[config.mk]
export PLATFORM = sky130hd
export DESIGN_NAME = rltx_back
export DESIGN_NICKNAME = d
export VERILOG_FILES = /design/src/hw/rtl/rltx_pkg.sv /design/src/hw/rtl/rltx_back.sv
export SDC_FILE = /design/constraint.sdc
export NUM_CORES = 1
export LEC_CHECK = 0
export ABC_AREA = 1
export BUFFER_PORTS_ARGS = -buffer_cell sky130_fd_sc_hd__buf_2
export CORE_MARGIN = 2
export CORE_UTILIZATION = 47
export DETAILED_ROUTE_END_ITERATION = 10
export GPL_TIMING_DRIVEN = 1
export PLACE_DENSITY = 0.83
export SLEW_MARGIN = 5
export SYNTH_ARGS = -nofsm -noshare
export SYNTH_HDL_FRONTEND = slang
export SYNTH_SLANG_ARGS = --single-unit
[constraint.sdc]
create_clock -name clock -period 5.4 [get_ports clock]
set_input_delay 0.81 -clock clock [delete_from_list [all_inputs] [get_ports clock]]
set_output_delay 0.81 -clock clock [all_outputs]
set_load 0.05 [all_outputs]
[src/hw/rtl/rltx_pkg.sv]
// shared types, constants and functions of the run length texture unit
package rltx_pkg;

   localparam int MAX_WIDTH_DEFAULT  = 1024;
   localparam int MAX_HEIGHT_DEFAULT = 4096;

   localparam int PIXEL_BITS      = 8;
   localparam int FEATURE_BITS    = 4;
   localparam int CENTER_ROW_BITS = 12;
   localparam int CENTER_COL_BITS = 10;
   localparam int WIDTH_REG_BITS  = 11;
   localparam int HEIGHT_REG_BITS = 13;
   localparam int CSR_DATA_BITS   = 32;
   localparam int CSR_ADDR_BITS   = 3;

   localparam logic [WIDTH_REG_BITS-1:0]  WIDTH_RESET  = WIDTH_REG_BITS'(640);
   localparam logic [HEIGHT_REG_BITS-1:0] HEIGHT_RESET = HEIGHT_REG_BITS'(480);

   // register index, taken from paddr bit 2
   localparam logic REG_WIDTH  = 1'b0;
   localparam logic REG_HEIGHT = 1'b1;

   localparam int QUEUE_DEPTH = 4;

   typedef logic [1:0] run_class_type;

   // runs in one window row
   localparam run_class_type CLASS_SOLID = 2'd0;
   localparam run_class_type CLASS_PAIR  = 2'd1;
   localparam run_class_type CLASS_SPLIT = 2'd2;

   typedef struct packed {
      run_class_type [2:0]        row_class;
      logic [CENTER_ROW_BITS-1:0] center_row;
      logic [CENTER_COL_BITS-1:0] center_col;
      logic                       last_of_frame;
   } queue_entry_type;

   function automatic run_class_type run_class(input logic [PIXEL_BITS-1:0] a,
                                               input logic [PIXEL_BITS-1:0] b,
                                               input logic [PIXEL_BITS-1:0] c);
      run_class_type cls;
      if (a == b && b == c) begin
         cls = CLASS_SOLID;
      end else if (a == b || b == c) begin
         cls = CLASS_PAIR;
      end else begin
         cls = CLASS_SPLIT;
      end
      return cls;
   endfunction

   // floor(sum of squared run lengths / run count), set by the class counts
   function automatic logic [FEATURE_BITS-1:0] run_feature(input run_class_type [2:0] cls);
      logic [1:0]              n_solid;
      logic [1:0]              n_pair;
      logic [FEATURE_BITS-1:0] f;
      n_solid = 2'd0;
      n_pair  = 2'd0;
      for (int i = 0; i < 3; i++) begin
         if (cls[i] == CLASS_SOLID) n_solid = n_solid + 2'd1;
         if (cls[i] == CLASS_PAIR)  n_pair  = n_pair + 2'd1;
      end
      unique case ({n_solid, n_pair})
         {2'd3, 2'd0}: f = FEATURE_BITS'(9);
         {2'd2, 2'd1}: f = FEATURE_BITS'(5);
         {2'd2, 2'd0}: f = FEATURE_BITS'(4);
         {2'd1, 2'd2}: f = FEATURE_BITS'(3);
         {2'd1, 2'd1}: f = FEATURE_BITS'(2);
         {2'd1, 2'd0}: f = FEATURE_BITS'(2);
         {2'd0, 2'd3}: f = FEATURE_BITS'(2);
         default:      f = FEATURE_BITS'(1);
      endcase
      return f;
   endfunction

endpackage

[src/hw/rtl/rltx_back.sv]
// back end: feature lookup and result register
module rltx_back (
   input  logic                                 clock,
   input  logic                                 reset,
   input  logic                                 q_empty,
   input  rltx_pkg::queue_entry_type            q_data,
   output logic                                 q_pop,
   input  logic                                 rsp_pop,
   output logic                                 rsp_empty,
   output logic [rltx_pkg::FEATURE_BITS-1:0]    rsp_feature,
   output logic [rltx_pkg::CENTER_ROW_BITS-1:0] rsp_center_row,
   output logic [rltx_pkg::CENTER_COL_BITS-1:0] rsp_center_col,
   output logic                                 rsp_last_of_frame
);
   import rltx_pkg::*;

   logic                       out_valid_ff, out_valid_in;
   logic [FEATURE_BITS-1:0]    feature_ff;
   logic [CENTER_ROW_BITS-1:0] row_ff;
   logic [CENTER_COL_BITS-1:0] col_ff;
   logic                       last_ff;
   logic                       taken;

   assign taken        = out_valid_ff && rsp_pop;
   assign q_pop        = !q_empty && (!out_valid_ff || taken);
   assign out_valid_in = q_pop || (out_valid_ff && !taken);

   always_ff @(posedge clock) begin
      if (reset) begin
         out_valid_ff <= 1'b0;
      end else begin
         out_valid_ff <= out_valid_in;
      end
   end

   always_ff @(posedge clock) begin
      if (q_pop) begin
         feature_ff <= run_feature(q_data.row_class);
         row_ff     <= q_data.center_row;
         col_ff     <= q_data.center_col;
         last_ff    <= q_data.last_of_frame;
      end
   end

   assign rsp_empty         = !out_valid_ff;
   assign rsp_feature       = feature_ff;
   assign rsp_center_row    = row_ff;
   assign rsp_center_col    = col_ff;
   assign rsp_last_of_frame = last_ff;

endmodule

Yosys cells after proc, flatten, opt, wreduce, memory -nomap -nowiden
Cells that the tools add are included.
{"block": "totals", "reg_bits": 28, "elab_cells": 44}
{"block": "classes", "reduce_logical": 12, "n_eq_ne": 10, "n_mux": 13, "n_addsub": 4}
{"operator": "two-way mux 2 bit", "n": 10}
{"operator": "one-hot mux 4 bit (5 select lines)", "n": 1}
{"operator": "equality test 4 x 3 -> 1 bit, second input constant", "n": 3}
{"operator": "equality test 4 bit, second input constant", "n": 3}
{"operator": "adder 2 x 1 -> 2 bit, second input constant", "n": 4}
{"operator": "equality test 2 x 1 -> 1 bit, second input constant", "n": 3}
{"operator": "logical NOT 2 bit", "n": 3}
{"operator": "equality test 4 x 2 -> 1 bit, second input constant", "n": 1}
{"operator": "logical AND 1 bit", "n": 3}
{"operator": "logical NOT 1 bit", "n": 3}
{"operator": "OR reduction 3 bit", "n": 1}
{"operator": "logical OR 1 bit", "n": 2}
{"operator": "two-way mux 1 bit", "n": 2}

Logic depth before layout (Yosys ltp)
{"block": "logic_depth", "ltp_word": 13, "mapped_depth": 11}

Least setup slack after synthesis
Ideal clock, no wire load.
{"block": "synth_path", "path_type": "input port to output port", "startpoint": "input port rsp_pop", "endpoint": "output port q_pop", "path_buffers": 0, "slack_ns": 1.708, "path_stages": 2, "arrival_time_ns": 2.882, "required_time_ns": 4.590, "cell_sequence": "inv_1 a21oi_1"}
{"block": "synth_via", "elab_chain_cells": 3}
{"element": "start: declaration", "line": "rltx_back.sv:8", "source": "input logic rsp_pop,"}
{"element": "logical AND 1 bit", "line": "rltx_back.sv:24", "source": "assign taken = out_valid_ff && rsp_pop;"}
{"element": "logical OR 1 bit", "line": "rltx_back.sv:25", "source": "assign q_pop = !q_empty && (!out_valid_ff || taken);"}
{"element": "logical AND 1 bit", "line": "rltx_back.sv:25"}
{"element": "end: declaration", "line": "rltx_back.sv:7", "source": "output logic q_pop,"}
No other way between the ends.

Worst setup path in the final report
Same ends and word-level chain as after synthesis.

==> run summary <==
Status = completed
Post-synth top area cell = edfxtp_1
DP Wirelength = 1.96 mm
Post-synth cell types = 18
Int Power = 311 uW
Synth top area share = 0.700
Power share of the combinational group = 0.235
CTS tree = done
Die Area = 2880 um^2
Worst setup path end = q_pop
Most frequent cells in the layout = 61 x buf_2, 27 x edfxtp_1, 18 x nand2_1, 14 x inv_1, 7 x nor2_1
Chip width = 53.7 um
Fin. Hold Viols = 0
Initial antenna violation count = 0
Sequential-to-total area share from yosys stat = 0.717
Arrival @ worst endpoint = 1.71 ns
CP Data Required Time = 4.59 ns
Placer Congestion = 0.698
Cells after Synth = 90
Hold buffers post-CTS = 0
Post-CTS Repair Setup Buffers = 0
Sw Share = 0.312
CTS buffer count = 3
DP Area = 1510 um^2
Antenna Nets Post-Route = 0
Synth Cell Area = 1160 um^2
Clock skew = 0.0214 ns
Clk_lat worst skew = 0.33 ns
CP startpoint = rsp_pop
Clock slew at reported path FFs = 0.13 ns
Largest family of logic cells by synthesized area = simple AND/OR/NAND/NOR gates
Die H = 53.7 um
Worst VDD drop = 0.186 mV
Area share of fa/ha/maj cells after synthesis = 0.0432
Critical path type = input pin to output pin
Seq cells post-synth = 28
Mapped Nets = 127
Max-cap viol count = 0
CP cell instances = buf_2 > inv_1 > a21oi_2 > buf_4 > buf_2
I/O Pins = 62
First-pass DRT Iterations = 4
Syn. warnings = 0
DRC = 0
Crit path launch type = input pin
RR Startpoint = out_valid_ff
Slew @ Worst Pin = 0.343 ns
FF-to-FF path depth = 2
Total Routed Length = 2.38 mm
Max incr delay on CP = 0.34 ns
ANT cells = 0
Cell mode on critical path = buf_2
Critical Path Stages = 5
Most common cell after layout, fill and taps aside = buf_2
Leakage = 0.745 nW
Design area = 1540 um^2
Setup TNS = 0 ns
Max-slew violation count = 0
Number of port buffers = 61
Dominant cells by area after synthesis = edfxtp_1 70%, nand2_1 5.8%, inv_1 4.5%, ha_1 4.3%, nor2_1 2.3%
Root Buffer = clkbuf_4
Via count of the routed design = 860
Sink Count = 28
GRT overflow = 0
Net Switching = 141 uW
Post-DR wirelength/cell = 12.9 um
Pre-CTS WS = 2.88 ns
Post-Route Utilization = 0.675
CTS max path bufs = 2
Worst r2r dst = rsp_center_row[2]
Number of global-route vias before repair = 813
# setup viols final = 0
CP Max Fanout = 28
Largest net degree at the start of global routing = 29
Via density = 4.67
Clk pwr share = 0.194
Initial Utilization = 0.509
Post-synthesis xor/xnor area fraction = 0.0140
RSZ-0062 raised after global routing = no
Share of cells above drive strength 1 = 0.487
Register share of total power = 0.571
WP buf/inv = 4
Crit end category = output pin
Multiplexer area fraction after synthesis = 0
Iteration-0 DRC count of the detailed router = 17
Max Fclk = 0.397 GHz
Tot GR Track Use = 0.172
Post-layout min period = 2.52 ns
FF-to-FF setup slack = 4.27 ns
Final worst slack = 2.88 ns
Total power = 452 uW
Fin crit share = 0.466
CP delay by family, top = buffers and inverters
Relative slew slack = 0.771
Placement Rows = 17
Crit path max-delay cell type = buf_4
PwrDens = 294 nW/um^2
Area of the core = 2280 um^2
Resize count post-CTS = 0
First-pass GRT wire length = 3.51 mm
Nets = 194
Layout area overhead = 32.6%
Hold Path Class = flip-flop to flip-flop
Mean area per synthesized cell = 12.9 um^2
H-tree level count = 1
Compound-Gate Fraction of Synth Area = 0.0205
Simple logic cell fraction of the synthesized area = 0.157
==> worst min path at each step <==
stage	startpoint	slack [ns]	cells past startpoint	to
floorplan	out_valid_ff	0.45	2	out_valid_ff
global placement	out_valid_ff	0.47	2	out_valid_ff
detailed placement	out_valid_ff	0.48	2	out_valid_ff
CTS	out_valid_ff	0.50	2	out_valid_ff
global route	out_valid_ff	0.53	2	out_valid_ff
finish	out_valid_ff	0.50	2	out_valid_ff
==> layout make-up <==
class / count / area [um^2]
timing repair buffer: 62 / 313
inverter: 15 / 56.3
multi-input combinational: 47 / 275
tap: 28 / 35.0
sequential: 28 / 831
clock buffer: 4 / 26.3
fill: 154 / 739
==> logic make-up (layout without fill, tap and decap cells) <==
group	Yosys count	after routing
adders and majority gates	4	4
DFF	28	28
and+or+nand+nor	38	38
xor gates and xnor gates	1	1
buffers and inverters	15	81
AOI/OAI and AO/OA	4	4
==> stage by stage <==
stage	hold WS, ns	cells
after floorplan	0.446	90
after global placement	0.470	180
after detailed placement	0.480	180
after CTS	0.500	184
after global routing	0.532	184
final	0.500	184
==> synth_stat cells <==
cell and n:
nand3_1 4, nor2_2 2, dfxtp_1 1, edfxtp_1 27, o21ai_0 1, ha_1 4
nand2_1 18, xnor2_2 1, inv_2 1, o21ai_2 1, and2_4 1, nand3_2 2
a21oi_1 2, inv_1 14, nor2_1 7, nand4_1 1, nand3b_1 1, nand2_2 2
==> worst register-to-register path, delay by kind of cell, from the launching register on <==
family | cells | cell delay [ns]
flip-flops | 1 | 0.35
buffers and inverters | 1 | 0.34
AO/OA/AOI/OAI | 1 | 0.13
==> flip-flops by register name (all words and copies together), names as in the netlist <==
| signal | count |
|---|---|
| out_valid_ff | 1 |
| rsp_center_col | 10 |
| rsp_center_row | 12 |
| rsp_feature | 4 |
| rsp_last_of_frame | 1 |
==> per-layer routing <==
| layer | vias to the layer above | wire length (um) | track usage |
|---|---|---|---|
| met5 | - | 0 | 0 |
| li1 | 431 | - | - |
| met3 | 2 | 228 | 0.0250 |
| met4 | 0 | 17 | 0.0726 |
| met1 | 379 | 936 | 0.200 |
| met2 | 48 | 1200 | 0.315 |
==> power by group through the flow <==
stage	logic [mW]	registers [mW]	clock network, mW
5_1_grt	0.114	0.260	0.0953
3_5_place_dp	0.107	0.264	0
3_3_place_gp	0.103	0.262	0
6_report	0.106	0.258	0.0878
2_1_floorplan	0.0298	0.309	0
4_1_cts	0.107	0.258	0.0869
Power figures use the tool's default switching activity.
