**src/hw/rtl/rltx_pkg.sv**
```systemverilog
// shared types, constants and functions of the run length texture unit
package rltx_pkg;

   localparam int MAX_WIDTH_DEFAULT  = 1024;
   localparam int MAX_HEIGHT_DEFAULT = 4096;

   localparam int PIXEL_BITS      = 8;
   localparam int FEATURE_BITS    = 4;
   localparam int CENTER_ROW_BITS = 12;
   localparam int CENTER_COL_BITS = 10;
   localparam int WIDTH_REG_BITS  = 11;
   localparam int HEIGHT_REG_BITS = 13;
   localparam int CSR_DATA_BITS   = 32;
   localparam int CSR_ADDR_BITS   = 3;

   localparam logic [WIDTH_REG_BITS-1:0]  WIDTH_RESET  = WIDTH_REG_BITS'(640);
   localparam logic [HEIGHT_REG_BITS-1:0] HEIGHT_RESET = HEIGHT_REG_BITS'(480);

   // register index, taken from paddr bit 2
   localparam logic REG_WIDTH  = 1'b0;
   localparam logic REG_HEIGHT = 1'b1;

   localparam int QUEUE_DEPTH = 4;

   typedef logic [1:0] run_class_type;

   // runs in one window row
   localparam run_class_type CLASS_SOLID = 2'd0;
   localparam run_class_type CLASS_PAIR  = 2'd1;
   localparam run_class_type CLASS_SPLIT = 2'd2;

   typedef struct packed {
      run_class_type [2:0]        row_class;
      logic [CENTER_ROW_BITS-1:0] center_row;
      logic [CENTER_COL_BITS-1:0] center_col;
      logic                       last_of_frame;
   } queue_entry_type;

   function automatic run_class_type run_class(input logic [PIXEL_BITS-1:0] a,
                                               input logic [PIXEL_BITS-1:0] b,
                                               input logic [PIXEL_BITS-1:0] c);
      run_class_type cls;
      if (a == b && b == c) begin
         cls = CLASS_SOLID;
      end else if (a == b || b == c) begin
         cls = CLASS_PAIR;
      end else begin
         cls = CLASS_SPLIT;
      end
      return cls;
   endfunction

   // floor(sum of squared run lengths / run count), set by the class counts
   function automatic logic [FEATURE_BITS-1:0] run_feature(input run_class_type [2:0] cls);
      logic [1:0]              n_solid;
      logic [1:0]              n_pair;
      logic [FEATURE_BITS-1:0] f;
      n_solid = 2'd0;
      n_pair  = 2'd0;
      for (int i = 0; i < 3; i++) begin
         if (cls[i] == CLASS_SOLID) n_solid = n_solid + 2'd1;
         if (cls[i] == CLASS_PAIR)  n_pair  = n_pair + 2'd1;
      end
      unique case ({n_solid, n_pair})
         {2'd3, 2'd0}: f = FEATURE_BITS'(9);
         {2'd2, 2'd1}: f = FEATURE_BITS'(5);
         {2'd2, 2'd0}: f = FEATURE_BITS'(4);
         {2'd1, 2'd2}: f = FEATURE_BITS'(3);
         {2'd1, 2'd1}: f = FEATURE_BITS'(2);
         {2'd1, 2'd0}: f = FEATURE_BITS'(2);
         {2'd0, 2'd3}: f = FEATURE_BITS'(2);
         default:      f = FEATURE_BITS'(1);
      endcase
      return f;
   endfunction

endpackage

```
**src/hw/rtl/rltx_queue.sv**
```systemverilog
// short queue of classified windows between front and back
module rltx_queue #(
   parameter int DEPTH = rltx_pkg::QUEUE_DEPTH
) (
   input  logic                           clock,
   input  logic                           reset,
   input  logic                           push,
   input  rltx_pkg::queue_entry_type      push_data,
   input  logic                           pop,
   output rltx_pkg::queue_entry_type      pop_data,
   output logic                           empty,
   output logic [$clog2(DEPTH+1)-1:0]     count
);
   import rltx_pkg::*;

   localparam int PB = $clog2(DEPTH);
   localparam int NB = $clog2(DEPTH + 1);

   queue_entry_type slots_ff [DEPTH];
   logic [PB-1:0]   wr_ptr_ff, wr_ptr_in;
   logic [PB-1:0]   rd_ptr_ff, rd_ptr_in;
   logic [NB-1:0]   count_ff, count_in;

   always_comb begin
      wr_ptr_in = wr_ptr_ff;
      rd_ptr_in = rd_ptr_ff;
      count_in  = count_ff;
      if (push) begin
         wr_ptr_in = (wr_ptr_ff == PB'(DEPTH - 1)) ? '0 : wr_ptr_ff + PB'(1);
      end
      if (pop) begin
         rd_ptr_in = (rd_ptr_ff == PB'(DEPTH - 1)) ? '0 : rd_ptr_ff + PB'(1);
      end
      unique case ({push, pop})
         2'b10:   count_in = count_ff + NB'(1);
         2'b01:   count_in = count_ff - NB'(1);
         default: count_in = count_ff;
      endcase
   end

   always_ff @(posedge clock) begin
      if (reset) begin
         wr_ptr_ff <= '0;
         rd_ptr_ff <= '0;
         count_ff  <= '0;
      end else begin
         wr_ptr_ff <= wr_ptr_in;
         rd_ptr_ff <= rd_ptr_in;
         count_ff  <= count_in;
      end
   end

   always_ff @(posedge clock) begin
      if (push) begin
         slots_ff[wr_ptr_ff] <= push_data;
      end
   end

   assign pop_data = slots_ff[rd_ptr_ff];
   assign empty    = (count_ff == '0);
   assign count    = count_ff;

endmodule

```
**config.mk**
```make
export PLATFORM = sky130hd
export DESIGN_NAME = rltx_queue
export DESIGN_NICKNAME = d
export VERILOG_FILES = /design/src/hw/rtl/rltx_pkg.sv /design/src/hw/rtl/rltx_queue.sv
export SDC_FILE = /design/constraint.sdc
export NUM_CORES = 1
export LEC_CHECK = 0
export BUFFER_PORTS_ARGS = -buffer_cell sky130_fd_sc_hd__buf_4
export CORE_MARGIN = 5
export CORE_UTILIZATION = 40
export DETAILED_ROUTE_END_ITERATION = 7
export SYNTH_ARGS = -nofsm -noshare
export SYNTH_HDL_FRONTEND = slang
export SYNTH_SLANG_ARGS = --single-unit
export TNS_END_PERCENT = 5
```
**constraint.sdc**
```tcl
create_clock -name clock -period 1.8 [get_ports clock]
set_input_delay 0.09 -clock clock [delete_from_list [all_inputs] [get_ports clock]]
set_output_delay 0.09 -clock clock [all_outputs]
set_load 0.03 [all_outputs]
```
; ---- Word level (Yosys, flattened, before mapping)
; Memory sizes are Yosys's and may differ from the RTL's. A register that Yosys moved wholly into a read port is not among the register bits.
; Cells that the tools add are included.
[word_totals]
mem_bits_rw = 116
memories = 1
word_cells = 21
reg_bits = 7
[classes]
addsub = 4
eq_ne = 4
n_reduce_logical = 2
mux = 7
[memory_table]
columns = name, words, word_bits, read_ports, rd_clocked_by_memory_dff, wr, line_no
row1 = slots_ff, 4, 29, 1, 1, 1, rltx_queue.sv:19  ; queue_entry_type slots_ff [DEPTH];
[op_table]
columns = op, count
row1 = $mux W2, 4
row2 = $eq A2 B2 Y1 const B, 3
row3 = $pmux W3 S2, 1
row4 = $add A2 B1 Y2 const B, 2
row5 = $add A3 B1 Y3 const B, 1
row6 = $logic_not A3 Y1, 1
row7 = $sub A3 B1 Y3 const B, 1
row8 = $eq A2 B1 Y1 const B, 1
row9 = $mux W1, 2
row10 = $reduce_bool A2 Y1, 1

; ---- Longest topological paths before layout
[depth]
depth_word = 4
ltp_mapped = 7
mapped_depth_nobuf = 7

; ---- Worst setup path before layout
; OpenSTA, ideal clock, no wires.
[synth_timing]
path_kind = flip-flop to flip-flop
start = reg count_ff[0] (netlist: count[0])
end = reg count_ff[2] (netlist: count[2])
arrival_time_ns = 1.636
stages_incl_launch_ff = 6
setup_slack_ns = 0.095
period_less_slack_ns = 1.705
setup_ns = 0.070
required_time_ns = 1.730
path_cell_list = dfxtp_1 inv_1 fa_1 xor2_1 or3_1 a21oi_1
[synth_via]
elab_chain_len = 2
word_cells_on_any_way = 3
cone_classes = 2 x add/sub / 1 x mux
[synth_lines]
columns = item, line_no
row1 = from (decl), rltx_queue.sv:22  ; logic [NB-1:0] count_ff, count_in;
row2 = from (signal assigned), rltx_queue.sv:49  ; count_ff <= count_in;
row3 = $sub A3 B1 Y3 / $add A3 B1 Y3 (equally long branches), "rltx_queue.sv:36, rltx_queue.sv:35"
row4 = $pmux W3 S2 (*), rltx_queue.sv:34  ; unique case ({push, pop})
; Every way passes the cells marked *; elsewhere a longest branch is shown, timed or not.
; A chain may end at the register's enable or synchronous reset.

==> flow_summary.json <==
{
  "status": "finished clean",
  "antenna_found_initial": 0,
  "synth_edf_count": 116,
  "hold_path.class": "primary input to flop",
  "synth_largest_area_cell": "edfxtp_1",
  "fin_skew_ns": 0.0141,
  "worstPathCellList": "buf_12, mux4_2, buf_6",
  "drv_slew": 0,
  "combPwrFrac": 0.124,
  "setup_viol": 0,
  "grt_max_degree": 30,
  "fmax_ghz": 0.565,
  "maxSlewHeadroom": 0.457,
  "p_per_area_nw_per_um2": 1170,
  "rsz0062_at_grt": "true",
  "netlist_top_cells_count": "edfxtp_1 (116), mux4_2 (28), dfxtp_1 (9), inv_1 (7), nor2_1 (7)",
  "p_int_uw": 5740,
  "root_buffer": "clkbuf_16",
  "firstDrtPassIters": 4,
  "worstHoldStart": "pop",
  "gp_congestion": 0.718,
  "hold_slack_ns": 0.00991,
  "pin_count": 66,
  "clock-sinks": 125,
  "final_area_um2": 6290,
  "drv_cap": 0,
  "cpPeakStageDelay_ns": 0.55,
  "timing.final.crit_share": 0.982,
  "min_period_ns": 1.77,
  "wl_mm": 8.33,
  "synth_area_leaders": "edfxtp_1 (75%), mux4_2 (14%), dfxtp_1 (3.9%)",
  "place_hpwl_mm": 4.83,
  "dpl_cell_area_um2": 5310,
  "switching_share": 0.217,
  "dieArea_um2": 13800,
  "synth_top_area_share": 0.752,
  "detail_route.wl_per_cell_um": 17.8,
  "port_buffers": 65,
  "die_x_um": 118,
  "critical_path.slowest_cell": "mux4_2",
  "use_met2": 0.209,
  "clk_path_buf_depth": 2,
  "grtUsageMet3": 0.0437,
  "clk_pin_slew_ns": 0.05,
  "r2r_slack_ns": 0.13,
  "tightest_slew_ns": 0.815,
  "grt.met1_usage": 0.153,
  "ir_worst_vdd_v": 0.000650,
  "grt_util_all_layers": 0.128,
  "fin_ws_ns": 0.0316,
  "first_iter_violations": 121,
  "syn_inst": 198,
  "grt.busiest_layer": "met2",
  "yosysSeqAreaShare": 0.790,
  "dp_slack_ns": 0.0957,
  "cts_buffers": 17,
  "whs_path_depth": 3,
  "synthArstFlopShare": 0,
  "postRouteAntennaNets": 0,
  "path_class": "flop to output pin",
  "overflow": 0,
  "rows": 39,
  "p_switching_uw": 1590,
  "power_frac_clock": 0.418,
  "ys_types": 21,
  "insertion_delay_ns": 0.40,
  "timing.setup.tns_ns": 0,
  "worstRegToRegCells": 3,
  "arrival_ns": 1.68,
  "syn_area_um2": 4630,
  "synth-seq-cells": 125,
  "layout.nets": 354,
  "reg2reg_from": "wr_ptr_ff[0]",
  "htree_levels": 4,
  "reg2reg_to": "slots_ff[2][10]",
  "cp-start-kind": "flop",
  "synth_nets": 238,
  "synth_flop_cell": "edfxtp_1",
  "p_seq_frac": 0.457,
  "vias_per_cell": 4.94,
  "drive_gt1_frac": 0.414,
  "n_antenna_cell": 0,
  "yosysWarningCount": 0,
  "cp.required_ns": 1.71,
  "die_y_um": 118,
  "vias": 2317,
  "grt_pass1_vias": 2578,
  "area_delta_synth_final_pct": 35.8,
  "initial_core_util": 0.408,
  "tritoncts": "built",
  "core_um2": 11400,
  "avgSynthCellArea_um2": 23.4,
  "leakagePower_uw": 0.00222,
  "final-hold-violation-count": 0,
  "endpoint_kind": "output pin",
  "grt_pass1_wl_mm": 13.4,
  "power_uw": 7330,
  "yosysMostFrequentCell": "edfxtp_1",
  "drc": 0,
  "critPathMaxFanout": 10
}
==> kinds of logic (layout without fill, tap and decap cells) <==
logic type,count (synthesis),count (layout),share of synthesized area
AOI/OAI and AO/OA,5,5,0.00540
DFF,125,125,0.790
buffers and inverters,13,141,0.0170
adders and majority gates,7,7,0.0205
xor gates and xnor gates,2,2,0.00378
muxes,31,31,0.146
and+or+nand+nor,15,15,0.0167
==> cell type report <==
type	instances	area, um^2
Clock inverter	11	101
Inverter	7	26.3
Timing Repair Buffer	103	980
Tap cell	143	179
Fill cell	903	5080
Multi-Input combinational cell	60	902
Clock buffer	20	437
Sequential cell	125	3670
==> sequential cells by signal, summed over array words and instances (netlist names), named ones only <==
signal     flops
wr_ptr_ff      2
count          3
rd_ptr_ff      2
slots_ff     116
==> per-layer routing <==
layer,vias to the layer above,part of all wire
met1,1202,0.42
met5,-,0
li1,1047,-
met2,54,0.52
met4,0,0.018
met3,14,0.043
==> critical path: cells and delay by family (launching register included) <==
family	cells	cell delay [ns]
buffers and inverters	2	0.33
flip-flops	1	0.40
multiplexers	1	0.55
==> power groups by stage <==
stage          Sequential, uW  Clock (uW)  Combinational (uW)
2_1_floorplan            3410           0                 474
3_3_place_gp             3400           0                 794
3_5_place_dp             3410           0                 802
4_1_cts                  3350        3140                 873
5_1_grt                  3360        3270                 980
6_report                 3350        3070                 911
==> cell usage in the layout, fill, tap and decap left out, types with 2 or more instances in the layout <==
master / count
ha_1: 5
clkinv_2: 6
buf_12: 2
dlygate4sd3_1: 31
clkbuf_1: 3
dfxtp_1: 7
buf_4: 46
and2_2: 4
a21oi_1: 3
edfxtp_1: 116
xor2_1: 2
inv_1: 7
nor3b_1: 2
clkinv_1: 3
bufinv_16: 2
clkbuf_16: 18
mux4_2: 29
mux2i_1: 2
nor2_1: 7
buf_6: 23
==> metrics by stage <==
stage | utilization | instances
floorplan | - | 198
detailed placement | 0.467 | 406
CTS | 0.544 | 468
global route | 0.554 | 469
global placement | 0.467 | 406
finish | 0.554 | 469
==> worst max-delay path by stage <==
stage / startpoint / cells past startpoint / end
after floorplan: count[0] / 5 / count[2]
after global placement: wr_ptr_ff[0] / 3 / slots_ff[0][6]
after detailed placement: wr_ptr_ff[0] / 3 / slots_ff[2][6]
after CTS: flop / 3 / pop_data[20]
after global routing: flop / 3 / pop_data[21]
final: flop / 3 / pop_data[21]
==> what timing repair did <==
action                                 in CTS  in global routing
setup endpoints to repair                  13                 29
gates resized for setup                     8                 23
endpoints found under the hold margin     125                  0
hold buffers                               31                  0
buffers inserted                            0                  0
cloned                                      0                  1
No activity file was read; power rests on OpenSTA's default activity.
